### src/hdl/pfse_pkg.sv
package pfse_pkg;

  typedef struct packed {
    logic [7:0]  fmt_byte;
    logic        fmt_last;
    logic [63:0] arg_value;
  } in_req_t;

  typedef struct packed {
    logic [7:0]  out_char;
    logic        has_char;
    logic        run_last;
    logic        format_done;
    logic [30:0] char_count;
  } out_rsp_t;

  typedef struct packed {
    logic        start;
    logic [31:0] value;
  } bcd_req_t;

  typedef struct packed {
    logic        done;
    logic [39:0] digits;
  } bcd_rsp_t;

  localparam logic [7:0] CH_SP    = 8'h20;
  localparam logic [7:0] CH_PCT   = 8'h25;
  localparam logic [7:0] CH_MINUS = 8'h2D;
  localparam logic [7:0] CH_ZERO  = 8'h30;
  localparam logic [7:0] CH_UX    = 8'h58;
  localparam logic [7:0] CH_C     = 8'h63;
  localparam logic [7:0] CH_D     = 8'h64;
  localparam logic [7:0] CH_I     = 8'h69;
  localparam logic [7:0] CH_P     = 8'h70;
  localparam logic [7:0] CH_U     = 8'h75;
  localparam logic [7:0] CH_LX    = 8'h78;

  function automatic logic [7:0] hex_char(input logic [3:0] nib, input logic upper);
    logic [7:0] r;
    if (nib < 4'd10) begin
      r = CH_ZERO + {4'h0, nib};
    end else if (upper) begin
      r = 8'h37 + {4'h0, nib};
    end else begin
      r = 8'h57 + {4'h0, nib};
    end
    return r;
  endfunction

endpackage

### src/hdl/printf_format_stream_engine.sv
// A text byte goes to S_EMIT, then to the output register once that can load.
// %d/%i/%u: binary-to-BCD conversion, then leading zero digits are skipped
// (one digit is kept), then characters are emitted; %x/%X/%p skip zeros the
// same way, then emit. Throughput: one item at a time, up to 18 characters
// each, one output character per cycle while out_ready does not stall it.
// Reset (rst_n, synchronous, active low) clears parse mode, count and valids.
module printf_format_stream_engine (
  input  logic               clk,
  input  logic               rst_n,
  input  logic               in_valid,
  output logic               in_ready,
  input  pfse_pkg::in_req_t  in_data,
  output logic               out_valid,
  input  logic               out_ready,
  output pfse_pkg::out_rsp_t out_data
);

  localparam logic [2:0] S_IDLE = 3'd0;
  localparam logic [2:0] S_BCD  = 3'd1;
  localparam logic [2:0] S_SKIP = 3'd2;
  localparam logic [2:0] S_EMIT = 3'd3;
  localparam logic [2:0] S_MARK = 3'd4;

  localparam logic [1:0] MODE_PLAIN = 2'd0;
  localparam logic [1:0] MODE_PCT   = 2'd1;
  localparam logic [1:0] MODE_SPACE = 2'd2;

  localparam logic [1:0] ACT_NONE = 2'd0;
  localparam logic [1:0] ACT_CHAR = 2'd1;
  localparam logic [1:0] ACT_DEC  = 2'd2;
  localparam logic [1:0] ACT_HEX  = 2'd3;

  logic [2:0]  state_r, state_nxt;
  logic [1:0]  mode_r, mode_nxt;
  logic [30:0] count_r, count_nxt;
  logic        last_r, last_nxt;
  logic [15:0] pre_buf_r, pre_buf_nxt;
  logic [1:0]  pre_cnt_r, pre_cnt_nxt;
  logic [63:0] dig_r, dig_nxt;
  logic [4:0]  dig_n_r, dig_n_nxt;
  logic        upper_r, upper_nxt;
  logic        out_valid_r, out_valid_nxt;
  pfse_pkg::out_rsp_t out_data_r, out_data_nxt;

  pfse_pkg::bcd_req_t bcd_req;
  pfse_pkg::bcd_rsp_t bcd_rsp;

  logic [7:0]  c_w;
  logic        last_w;
  logic [31:0] lo_w;
  logic [31:0] mag_w;
  logic        loadable;
  logic [30:0] count_inc;
  logic        fin;
  logic [7:0]  emit_ch;

  assign c_w       = in_data.fmt_byte;
  assign last_w    = in_data.fmt_last;
  assign lo_w      = in_data.arg_value[31:0];
  assign mag_w     = lo_w[31] ? (32'h0 - lo_w) : lo_w;
  assign loadable  = !out_valid_r || out_ready;
  assign count_inc = (count_r == 31'h7FFF_FFFF) ? count_r : count_r + 31'd1;
  assign fin       = (pre_cnt_r == 2'd1 && dig_n_r == 5'd0) ||
                     (pre_cnt_r == 2'd0 && dig_n_r == 5'd1);
  assign emit_ch   = (pre_cnt_r != 2'd0) ? pre_buf_r[15:8]
                                         : pfse_pkg::hex_char(dig_r[63:60], upper_r);

  pfse_bcd u_bcd (
    .clk   (clk),
    .rst_n (rst_n),
    .req   (bcd_req),
    .rsp   (bcd_rsp)
  );

  always_comb begin
    logic [1:0] act;
    logic [1:0] mode_new;
    logic       conv;
    logic [7:0] ch;
    act           = ACT_NONE;
    mode_new      = MODE_PLAIN;
    conv          = 1'b0;
    ch            = 8'h00;
    state_nxt     = state_r;
    mode_nxt      = mode_r;
    count_nxt     = count_r;
    last_nxt      = last_r;
    pre_buf_nxt   = pre_buf_r;
    pre_cnt_nxt   = pre_cnt_r;
    dig_nxt       = dig_r;
    dig_n_nxt     = dig_n_r;
    upper_nxt     = upper_r;
    out_data_nxt  = out_data_r;
    out_valid_nxt = out_ready ? 1'b0 : out_valid_r;
    bcd_req.start = 1'b0;
    bcd_req.value = (c_w == pfse_pkg::CH_U) ? lo_w : mag_w;

    case (state_r)
      S_IDLE: begin
        if (in_valid) begin
          case (mode_r)
            MODE_PCT: begin
              if (c_w == pfse_pkg::CH_SP && !last_w) begin
                act      = ACT_CHAR;
                ch       = pfse_pkg::CH_SP;
                mode_new = MODE_SPACE;
              end else if (c_w != pfse_pkg::CH_SP) begin
                conv = 1'b1;
              end
            end
            MODE_SPACE: begin
              conv = 1'b1;
            end
            default: begin
              if (c_w == pfse_pkg::CH_PCT && !last_w) begin
                mode_new = MODE_PCT;
              end else begin
                act = ACT_CHAR;
                ch  = c_w;
              end
            end
          endcase
          pre_cnt_nxt = 2'd0;
          dig_n_nxt   = 5'd0;
          upper_nxt   = 1'b0;
          if (conv) begin
            case (c_w)
              pfse_pkg::CH_PCT: begin
                act = ACT_CHAR;
                ch  = pfse_pkg::CH_PCT;
              end
              pfse_pkg::CH_C: begin
                act = ACT_CHAR;
                ch  = in_data.arg_value[7:0];
              end
              pfse_pkg::CH_D, pfse_pkg::CH_I: begin
                act = ACT_DEC;
                if (lo_w[31]) begin
                  pre_buf_nxt = {pfse_pkg::CH_MINUS, 8'h00};
                  pre_cnt_nxt = 2'd1;
                end
              end
              pfse_pkg::CH_U: begin
                act = ACT_DEC;
              end
              pfse_pkg::CH_LX, pfse_pkg::CH_UX: begin
                act       = ACT_HEX;
                dig_nxt   = {lo_w, 32'h0};
                dig_n_nxt = 5'd8;
                upper_nxt = (c_w == pfse_pkg::CH_UX);
              end
              pfse_pkg::CH_P: begin
                act         = ACT_HEX;
                dig_nxt     = in_data.arg_value;
                dig_n_nxt   = 5'd16;
                pre_buf_nxt = {pfse_pkg::CH_ZERO, pfse_pkg::CH_LX};
                pre_cnt_nxt = 2'd2;
              end
              default: begin
                act = ACT_NONE;
              end
            endcase
          end
          if (act == ACT_CHAR) begin
            pre_buf_nxt = {ch, 8'h00};
            pre_cnt_nxt = 2'd1;
          end
          mode_nxt = last_w ? MODE_PLAIN : mode_new;
          last_nxt = last_w;
          case (act)
            ACT_CHAR: state_nxt = S_EMIT;
            ACT_DEC: begin
              state_nxt     = S_BCD;
              bcd_req.start = 1'b1;
            end
            ACT_HEX: state_nxt = S_SKIP;
            default: state_nxt = last_w ? S_MARK : S_IDLE;
          endcase
        end
      end
      S_BCD: begin
        if (bcd_rsp.done) begin
          dig_nxt   = {bcd_rsp.digits, 24'h0};
          dig_n_nxt = 5'd10;
          state_nxt = S_SKIP;
        end
      end
      S_SKIP: begin
        if (dig_n_r > 5'd1 && dig_r[63:60] == 4'h0) begin
          dig_nxt   = {dig_r[59:0], 4'h0};
          dig_n_nxt = dig_n_r - 5'd1;
        end else begin
          state_nxt = S_EMIT;
        end
      end
      S_EMIT: begin
        if (loadable) begin
          out_valid_nxt            = 1'b1;
          out_data_nxt.out_char    = emit_ch;
          out_data_nxt.has_char    = 1'b1;
          out_data_nxt.run_last    = fin;
          out_data_nxt.format_done = fin && last_r;
          out_data_nxt.char_count  = count_inc;
          count_nxt                = (fin && last_r) ? 31'd0 : count_inc;
          if (pre_cnt_r != 2'd0) begin
            pre_buf_nxt = {pre_buf_r[7:0], 8'h00};
            pre_cnt_nxt = pre_cnt_r - 2'd1;
          end else begin
            dig_nxt   = {dig_r[59:0], 4'h0};
            dig_n_nxt = dig_n_r - 5'd1;
          end
          if (fin) begin
            state_nxt = S_IDLE;
          end
        end
      end
      S_MARK: begin
        if (loadable) begin
          out_valid_nxt            = 1'b1;
          out_data_nxt.out_char    = 8'h00;
          out_data_nxt.has_char    = 1'b0;
          out_data_nxt.run_last    = 1'b1;
          out_data_nxt.format_done = 1'b1;
          out_data_nxt.char_count  = count_r;
          count_nxt                = 31'd0;
          state_nxt                = S_IDLE;
        end
      end
      default: begin
        state_nxt = S_IDLE;
      end
    endcase
  end

  always_ff @(posedge clk) begin
    if (!rst_n) begin
      state_r     <= S_IDLE;
      mode_r      <= MODE_PLAIN;
      count_r     <= 31'd0;
      out_valid_r <= 1'b0;
    end else begin
      state_r     <= state_nxt;
      mode_r      <= mode_nxt;
      count_r     <= count_nxt;
      out_valid_r <= out_valid_nxt;
    end
    last_r     <= last_nxt;
    pre_buf_r  <= pre_buf_nxt;
    pre_cnt_r  <= pre_cnt_nxt;
    dig_r      <= dig_nxt;
    dig_n_r    <= dig_n_nxt;
    upper_r    <= upper_nxt;
    out_data_r <= out_data_nxt;
  end

  assign in_ready  = (state_r == S_IDLE);
  assign out_valid = out_valid_r;
  assign out_data  = out_data_r;

`ifndef SYNTHESIS
  a_skip_has_digits: assert property (@(posedge clk) disable iff (!rst_n)
    state_r == S_SKIP |-> dig_n_r != 5'd0)
    else $error("skip state with no digits");

  a_emit_nonempty: assert property (@(posedge clk) disable iff (!rst_n)
    state_r == S_EMIT |-> (pre_cnt_r != 2'd0 || dig_n_r != 5'd0))
    else $error("emit state with nothing to send");

  a_bcd_done_state: assert property (@(posedge clk) disable iff (!rst_n)
    bcd_rsp.done |-> state_r == S_BCD)
    else $error("decimal conversion finished outside its state");

  a_done_is_run_last: assert property (@(posedge clk) disable iff (!rst_n)
    out_valid_r && out_data_r.format_done |-> out_data_r.run_last)
    else $error("format end without request end");

  a_marker_form: assert property (@(posedge clk) disable iff (!rst_n)
    out_valid_r && !out_data_r.has_char |->
      out_data_r.out_char == 8'h00 && out_data_r.format_done)
    else $error("malformed marker request");
`endif

endmodule

### src/hdl/pfse_bcd.sv
module pfse_bcd (
  input  logic               clk,
  input  logic               rst_n,
  input  pfse_pkg::bcd_req_t req,
  output pfse_pkg::bcd_rsp_t rsp
);

  logic        busy_r, busy_nxt;
  logic        done_r, done_nxt;
  logic [4:0]  cnt_r, cnt_nxt;
  logic [31:0] sh_r, sh_nxt;
  logic [39:0] bcd_r, bcd_nxt;
  logic [39:0] adj;

  always_comb begin
    for (int i = 0; i < 10; i++) begin
      adj[4*i +: 4] = (bcd_r[4*i +: 4] >= 4'd5) ? bcd_r[4*i +: 4] + 4'd3 : bcd_r[4*i +: 4];
    end
  end

  always_comb begin
    busy_nxt = busy_r;
    done_nxt = 1'b0;
    cnt_nxt  = cnt_r;
    sh_nxt   = sh_r;
    bcd_nxt  = bcd_r;
    if (req.start) begin
      busy_nxt = 1'b1;
      cnt_nxt  = 5'd0;
      sh_nxt   = req.value;
      bcd_nxt  = 40'h0;
    end else if (busy_r) begin
      bcd_nxt = {adj[38:0], sh_r[31]};
      sh_nxt  = {sh_r[30:0], 1'b0};
      cnt_nxt = cnt_r + 5'd1;
      if (cnt_r == 5'd31) begin
        busy_nxt = 1'b0;
        done_nxt = 1'b1;
      end
    end
  end

  always_ff @(posedge clk) begin
    if (!rst_n) begin
      busy_r <= 1'b0;
      done_r <= 1'b0;
      cnt_r  <= 5'd0;
    end else begin
      busy_r <= busy_nxt;
      done_r <= done_nxt;
      cnt_r  <= cnt_nxt;
    end
    sh_r  <= sh_nxt;
    bcd_r <= bcd_nxt;
  end

  assign rsp.done   = done_r;
  assign rsp.digits = bcd_r;

endmodule
### config.mk
export PLATFORM = sky130hd
export DESIGN_NAME = printf_format_stream_engine
export DESIGN_NICKNAME = d
export VERILOG_FILES = /design/src/hdl/pfse_pkg.sv /design/src/hdl/printf_format_stream_engine.sv /design/src/hdl/pfse_bcd.sv
export SDC_FILE = /design/constraint.sdc
export NUM_CORES = 1
export LEC_CHECK = 0
export ABC_CLOCK_PERIOD_IN_PS = 10100
export BUFFER_PORTS_ARGS = -buffer_cell sky130_fd_sc_hd__buf_2
export CAP_MARGIN = 5
export CORE_ASPECT_RATIO = 0.5
export CORE_MARGIN = 3
export CORE_UTILIZATION = 30
export CTS_BUF_LIST = sky130_fd_sc_hd__clkbuf_8
export CTS_CLUSTER_SIZE = 12
export DETAILED_ROUTE_END_ITERATION = 8
export GPL_TIMING_DRIVEN = 0
export PLACE_DENSITY_LB_ADDON = 0.3
export SLEW_MARGIN = 25
export SYNTH_ARGS = -nofsm -noshare
export SYNTH_HDL_FRONTEND = slang
export SYNTH_SLANG_ARGS = --single-unit
### constraint.sdc
create_clock -name clk -period 10.1 [get_ports clk]
set_input_delay 1.515 -clock clk [delete_from_list [all_inputs] [get_ports clk]]
set_output_delay 1.515 -clock clk [all_outputs]
set_load 0.05 [all_outputs]
==> metrics.txt, run 1 <==
internal portion of total power=2.06 mW; slowest cell delay on critical path=0.76 ns; Final Hold Fails=0; max-cap viol count=0; adder and majority cell fraction of the synthesized area=approximately 3.4%; share of the cycle needed by the critical path after routing=a little under half; TNS Setup=0 ns; area fraction in compound gates after synthesis=18.3%; wire length of the first global-routing pass=about 63,000 µm; Skew-Pair Late Insertion Delay=around 0.57 ns; ANT nets after route=0; clock transition at the registers of the reported paths=0.06 ns; category of cells accounting for the largest share of critical-path delay=buffers and inverters; min Tclk post-route=~4.7 ns; Max Root-Sink Buffers=3; via count=11,372; most used flip-flop cell after synthesis=edfxtp_1; library cell contributing the largest single delay on the critical path=clkbuf_1; Resized Gates After CTS=0; # fillers=between 4,000 and 5,000; Wirelength per Cell=~20 µm; maximum fanout count along the critical path=10; I/O Pins=between 100 and 150; power share of the combinational group=around a quarter; least setup slack across all paths after layout=~5.4 ns; Synthesis Warnings=0; post-synth design cell area=about 0.013 mm²; clock buffers created by TritonCTS=39; Layout Area Growth over Synthesis=16.9%; dominant combinational cell family by area after synthesis=compound AO/OA/AOI/OAI gates; DR DRC count=0; die span in x=slightly above 300 µm; power density relative to cell area=approximately 200 mW/mm²; post-synthesis share of cell area spent on xor and xnor gates=just under 5%; Overflow after GRT=0; sort of element at the end of the critical path=flip-flop; count of buffers inserted at the top-level ports=112; area enclosed by the die boundary=0.0468 mm²; Register Area=between 0.006 and 0.007 mm²; most common library cell in the layout ignoring fill and taps=nand2_1; relative max-transition margin=between 30% and 40%; Layout Skew=between 0.03 and 0.04 ns; area of all placed cells without fillers=roughly 0.015 mm²; H-tree Lvls=2; Initial Util=30.9%; share of total power in the clock network=roughly 29%; initial antenna violation count=1; DP HPWL=~30,000 µm; mux share of post-synthesis cell area=under 10%; die span in y=between 150 and 200 µm; area occupied by multi-input gates=roughly 0.0062 mm²; GRT Resource Usage Total=17.4%; number of enable-type register cells in the synthesized netlist=156; WP data arrival=4.95 ns; Switch Pwr=between 1 and 1.5 mW; total power=3.09 mW; cell chosen for the clock root=clkbuf_8; via density per instance=roughly 5.3; most repeated library cell on the critical path=clkbuf_1; TritonCTS clock tree=done; total buffers and inverters traversed by the critical path=5; vias in the first global route=around 11,000; crit-path cells=clkbuf_1 -> nor4_1 -> a21oi_1 -> a21o_1 -> clkbuf_1 -> clkbuf_1 -> o21a_1 -> ha_1 -> and3_1 -> clkbuf_1 -> clkbuf_1 -> a31oi_1; number of nets in the final layout=roughly 1,600; Crit Path Class=input port to flip-flop; total setup violations reported at the end of the flow=0; Synth Instances=approximately 1,400; buffer count from post-CTS setup fixing=0; status=complete, no violations; critical path depth in cells=12; Switching Fraction=between 30% and 40%; FF-to-FF path depth=13; Mapped Avg Cell Area=9.72 µm²; RePlAce Congestion=slightly below 0.9; first-iteration detailed-routing DRC count=slightly above 1,000; transition at the pin with the smallest max-transition slack=about 0.94 ns; number of pins exceeding their max-slew limit in the final report=0; pre-CTS WS=4.92 ns; Static Leak=5.76 nW; Seq/Total Area, Yosys=48.1%; drt total wl=roughly 42,000 µm; DRT Pass-1 Iters=8; number of clock sinks=between 200 and 250; Post-Syn Nets=1,474; pin count of the biggest net entering global routing=31; flop and latch count out of synthesis=between 200 and 250; FFs w/ async S/R, synth=0%; fraction of layout instances using a drive strength above 1=between 10% and 20%; hold buffer count at cts=0; Tightest Hold Check Type=flip-flop to flip-flop; count of cells along the worst hold path=2; sequential power share=44.9%; highest-count cells in the layout ignoring fill and taps=160 x nand2_1, 156 x edfxtp_1, 130 x buf_2; achievable frequency=between 200 and 250 MHz; Synth Area in Simple Gates=~18%; Rows=53; worst-case vdd ir drop=0.0764 mV; CP Launch Type=input port; Placeable Area=between 0.04 and 0.05 mm²; setup repair after global routing missed its margin=no; placed cell areas=approximately 0.015 mm²; Yosys cell types=81; WP data required=about 10 ns
==> cell families after synthesis <==
family / after synthesis
AO/OA/AOI/OAI: 359
XOR/XNOR: 74
adder cells (fa/ha/maj): 36
buffers and inverters: 154
flip-flops: 240
multiplexers: 34
AND/OR/NAND/NOR: 464
==> cell type report <==
type	instances	area share, %
antenna	1	0.0162
buffer	98	2.73
clock buffer	48	4.27
clock inverter	24	0.987
inverter	56	1.36
multi-input combinational	967	40.4
sequential	240	41.2
tap	577	4.67
timing repair buffer	117	4.42
==> sequential cells by signal, indices dropped and copies added, names as in the netlist <==
name and cells:
dig_r 64, out_data 42, u_bcd.bcd_r 40, u_bcd.sh_r 32, count_r 31, pre_buf_r 9
dig_n_r 5, u_bcd.cnt_r 5, state_r 3, mode_r 2, pre_cnt_r 2, last_r 1
out_valid 1, u_bcd.busy_r 1, u_bcd.done_r 1, upper_r 1
==> power by group through the flow <==
stage,registers (mW),logic [mW],clock network (mW)
floorplan,1.46,0.484,0
global placement,1.44,0.754,0
detailed placement,1.41,0.810,0
CTS,1.39,0.813,0.913
global route,1.41,0.893,0.954
finish,1.39,0.816,0.886
==> worst paths after layout <==
| path | start | slack (ns) | to |
|---|---|---|---|
| worst max-delay path | in_data[68] | 5.41 | u_bcd.sh_r[1] |
| worst min-delay path | u_bcd.bcd_r[39] | 0.50 | u_bcd.bcd_r[39] |
| worst max register to register | mode_r[0] | 5.91 | u_bcd.sh_r[1] |
| worst min register to register | u_bcd.bcd_r[39] | 0.50 | u_bcd.bcd_r[39] |
==> through the flow <==
step / utilization (%) / hold WS [ns] / std cells
after floorplan: - / 0.445 / 1361
after global routing: 36.2 / 0.530 / 2128
after detailed placement: 34.3 / 0.481 / 2055
after CTS: 36.2 / 0.493 / 2127
after global placement: 33.9 / 0.476 / 2050
final: 36.2 / 0.496 / 2128
==> layer usage <==
layer / vias up / GRT usage [%] / part of all wire (%)
met1: 5489 / 23.1 / 44
met5: - / 0 / 0
li1: 5432 / - / -
met3: 85 / 2.96 / 5.6
met4: 0 / 5.68 / 3.0
met2: 366 / 29.0 / 48
==> Yosys cell counts (4+ instances only) <==
cell,n,share of area [%]
a21oi_1,61,2.3
nor3b_1,12,0.68
o21a_1,5,0.28
buf_2,18,0.68
nand4_1,16,0.76
inv_1,54,1.5
a311oi_1,4,0.26
a21o_1,8,0.45
mux2i_1,33,2.5
and3_1,17,0.80
a31oi_1,26,1.2
nor4_1,10,0.47
a22o_1,19,1.3
buf_6,4,0.34
and4_1,10,0.66
o31ai_1,9,0.51
o311ai_0,5,0.33
o211ai_1,7,0.40
a222oi_1,8,0.61
or4_1,4,0.23
nand3_1,45,1.7
o41ai_1,5,0.33
clkbuf_1,73,2.1
or2_2,5,0.24
nor2_1,87,2.5
dfxtp_1,84,13
edfxtp_1,156,35
xor2_1,27,1.8
a32oi_1,38,2.5
a211oi_1,14,0.79
nand2_1,160,4.5
a41oi_1,4,0.26
ha_1,36,3.4
o21ai_1,5,0.19
o21ai_0,76,2.9
o22ai_1,35,1.7
nor3_1,33,1.2
or3_1,12,0.57
nand2b_1,20,0.95
xnor2_1,47,3.1
nor2b_1,4,0.19
==> worst reg2reg max path: stages (launching register included) <==
cell      delay, ns
dfxtp_1        0.36
inv_1          0.06
ha_1           0.30
clkbuf_1       0.23
inv_1          0.14
a21o_1         0.11
clkbuf_1       0.32
clkbuf_1       0.45
o21a_1         0.20
ha_1           0.15
and3_1         0.15
clkbuf_1       0.50
clkbuf_1       0.77
a31oi_1        0.18
No activity file was read; power rests on OpenSTA's default activity.
==> inputs of run 2 (changes only) <==
--- a/config.mk
+++ b/config.mk
@@ -5,7 +5,7 @@
 export SDC_FILE = /design/constraint.sdc
 export NUM_CORES = 1
 export LEC_CHECK = 0
-export ABC_CLOCK_PERIOD_IN_PS = 10100
+export ABC_CLOCK_PERIOD_IN_PS = 3950
 export BUFFER_PORTS_ARGS = -buffer_cell sky130_fd_sc_hd__buf_2
 export CAP_MARGIN = 5
 export CORE_ASPECT_RATIO = 0.5
==> constraint.sdc (replaced) <==
create_clock -name clk -period 3.95 [get_ports clk]
set_input_delay 0.5925 -clock clk [delete_from_list [all_inputs] [get_ports clk]]
set_output_delay 0.5925 -clock clk [all_outputs]
set_load 0.05 [all_outputs]
==> metrics.txt, run 2 (synthesized netlist as in run 1, its figures left out) <==
slowest cell delay on critical path=0.71 ns (-0.05 ns); DR DRC count=0 (unchanged); total setup violations reported at the end of the flow=0 (unchanged); first-iteration detailed-routing DRC count=1,036 (+0.29%); WP data arrival=3.91 ns (-1.04 ns); DP Cell Count=2,055 (unchanged); Static Leak=5.75 nW (-0.15%); pre-CTS WS=-0.397 ns (-5.32 ns); Placeable Area=0.0428 mm² (unchanged); max-cap viol count=0 (unchanged); die span in x=303 µm (unchanged); relative max-transition margin=35.9% (-1.3 points); ANT nets after route=0 (unchanged); highest-count cells in the layout ignoring fill and taps=160 x nand2_1, 156 x edfxtp_1, 130 x buf_2; Final Hold Fails=0 (unchanged); power share of the combinational group=26.7% (+0.3 points); Crit Path Class=input port to flip-flop; non-filler instance count after layout=2,131 (+0.14%); Overflow after GRT=0 (unchanged); sort of element at the end of the critical path=flip-flop; min Tclk post-route=around 3.6 ns; via density per instance=5.35 (about the same); transition at the pin with the smallest max-transition slack=0.961 ns (+0.0201 ns); GRT Resource Usage Total=17.5% (+0.054 points); H-tree Lvls=2 (unchanged); power density relative to cell area=506 mW/mm² (+150%); cell chosen for the clock root=clkbuf_8; WP data required=4.28 ns (-6.08 ns); Layout Skew=0.0387 ns (+0.00606 ns); TritonCTS clock tree=done; worst-case vdd ir drop=0.198 mV (+160%); sequential power share=45.4% (+0.5 points); clock buffers created by TritonCTS=41 (+5.1%); Layout Area Growth over Synthesis=16.6%; I/O Pins=121 (unchanged); share of total power in the clock network=27.9% (-0.8 points); fraction of layout instances using a drive strength above 1=14.8% (+0.43 points); initial antenna violation count=2 (+1); number of nets in the final layout=1,633 (+0.061%); via count=11,396 (+0.21%); internal portion of total power=5.13 mW (+150%); status=complete, no violations; library cell contributing the largest single delay on the critical path=nor4b_1; most common library cell in the layout ignoring fill and taps=nand2_1; drt total wl=42,200 µm (+0.92%); hold buffer count at cts=0 (unchanged); wire length of the first global-routing pass=63,500 µm (about the same); Initial Util=30.9% (unchanged); flip-flop count of the largest register after layout=64 (unchanged); clock transition at the registers of the reported paths=0.06 ns (about the same); count of buffers inserted at the top-level ports=112 (unchanged); Skew-Pair Late Insertion Delay=0.58 ns (about the same); number of clock sinks=240 (unchanged); top register by number of flip-flops=dig_r; RePlAce Congestion=0.895 (+2.4%); # fillers=4,375 (+0.48%); pin count of the biggest net entering global routing=32 (+3.2%); Switching Fraction=34.4% (+1.0 points); Max Root-Sink Buffers=3 (unchanged); Tightest Hold Check Type=input port to flip-flop; crit-path cells=buf_2 -> nor4b_1 -> a21oi_1 -> a21o_1 -> clkbuf_1 -> a311o_1 -> and2_1 -> ha_1 -> nand3_1 -> clkbuf_2 -> nand2b_2 -> buf_12; die span in y=155 µm (unchanged); achievable frequency=approximately 280 MHz; Rows=53 (unchanged); CP Launch Type=input port; setup repair after global routing missed its margin=no; number of pins exceeding their max-slew limit in the final report=0 (unchanged); fraction of the core area covered by cells at the end of the flow=36.1% (-0.082 points); DP HPWL=30,400 µm (-0.20%); Resized Gates After CTS=2 (+2); maximum fanout count along the critical path=24 (+14); DRT Pass-1 Iters=5 (-3); share of the cycle needed by the critical path after routing=around nine tenths; buffer count from post-CTS setup fixing=0 (unchanged); area enclosed by the die boundary=0.0468 mm² (unchanged); vias in the first global route=10,639 (+0.075%); Wirelength per Cell=19.8 µm (+0.78%); least setup slack across all paths after layout=0.369 ns (-5.04 ns); Switch Pwr=2.69 mW (+160%)
run 2: final timing paths:
path                                       from               to  slack [ns]  depth (start not counted)
worst max-delay path                in_data[69]   u_bcd.sh_r[25]        0.37                         12
worst min-delay path                in_data[64]           last_r        0.31                          1
worst max register to register        dig_r[61]        dig_r[37]        0.40                          9
worst min register to register  u_bcd.bcd_r[39]  u_bcd.bcd_r[39]        0.50                          2
run 2: power by group through the flow:
stage / sequential [mW] / clock [mW] / combinational, mW
floorplan: 3.70 / 0 / 1.24
global placement: 3.63 / 0 / 1.93
detailed placement: 3.59 / 0 / 2.07
CTS: 3.55 / 2.25 / 2.08
global route: 3.59 / 2.36 / 2.29
finish: 3.55 / 2.18 / 2.09
run 2: final cells by class:
type | instances | area (µm²) | area share (%)
Clock inverter | 28 | 126 | 0.819
Antenna cell | 2 | 5.00 | 0.0324
Clock buffer | 47 | 647 | 4.19
Timing Repair Buffer | 117 | 683 | 4.43
Sequential cell | 240 | 6370 | 41.2
Inverter | 56 | 210 | 1.36
Tap cell | 577 | 722 | 4.68
Multi-Input combinational cell | 967 | 6250 | 40.5
Buffer | 97 | 425 | 2.76
run 2: metrics by stage:
step	area (µm²)	setup TNS, ns	total power, mW	hold slack, ns
6_report	15400	0	7.81	0.308
5_1_grt	15400	0	8.24	0.279
4_1_cts	15400	0	7.87	0.272
3_5_place_dp	14700	-12.91	5.66	0.486
3_3_place_gp	14500	-125.39	5.56	0.482
2_1_floorplan	13200	0	4.94	0.445
run 2: layer usage:
metal	global-route usage, %	wire (µm)	up-vias
li1	-	-	5432
met5	0	0	-
met3	2.69	2870	83
met2	28.7	19800	409
met1	23.4	18200	5472
met4	6.19	1290	0
run 2: critical path: cells and delay by family:
family | cells | cell delay [ns]
and+or+nand+nor | 4 | 1.41
buffers and inverters | 4 | 0.95
AOI/OAI and AO/OA | 3 | 0.74
adders and majority gates | 1 | 0.21
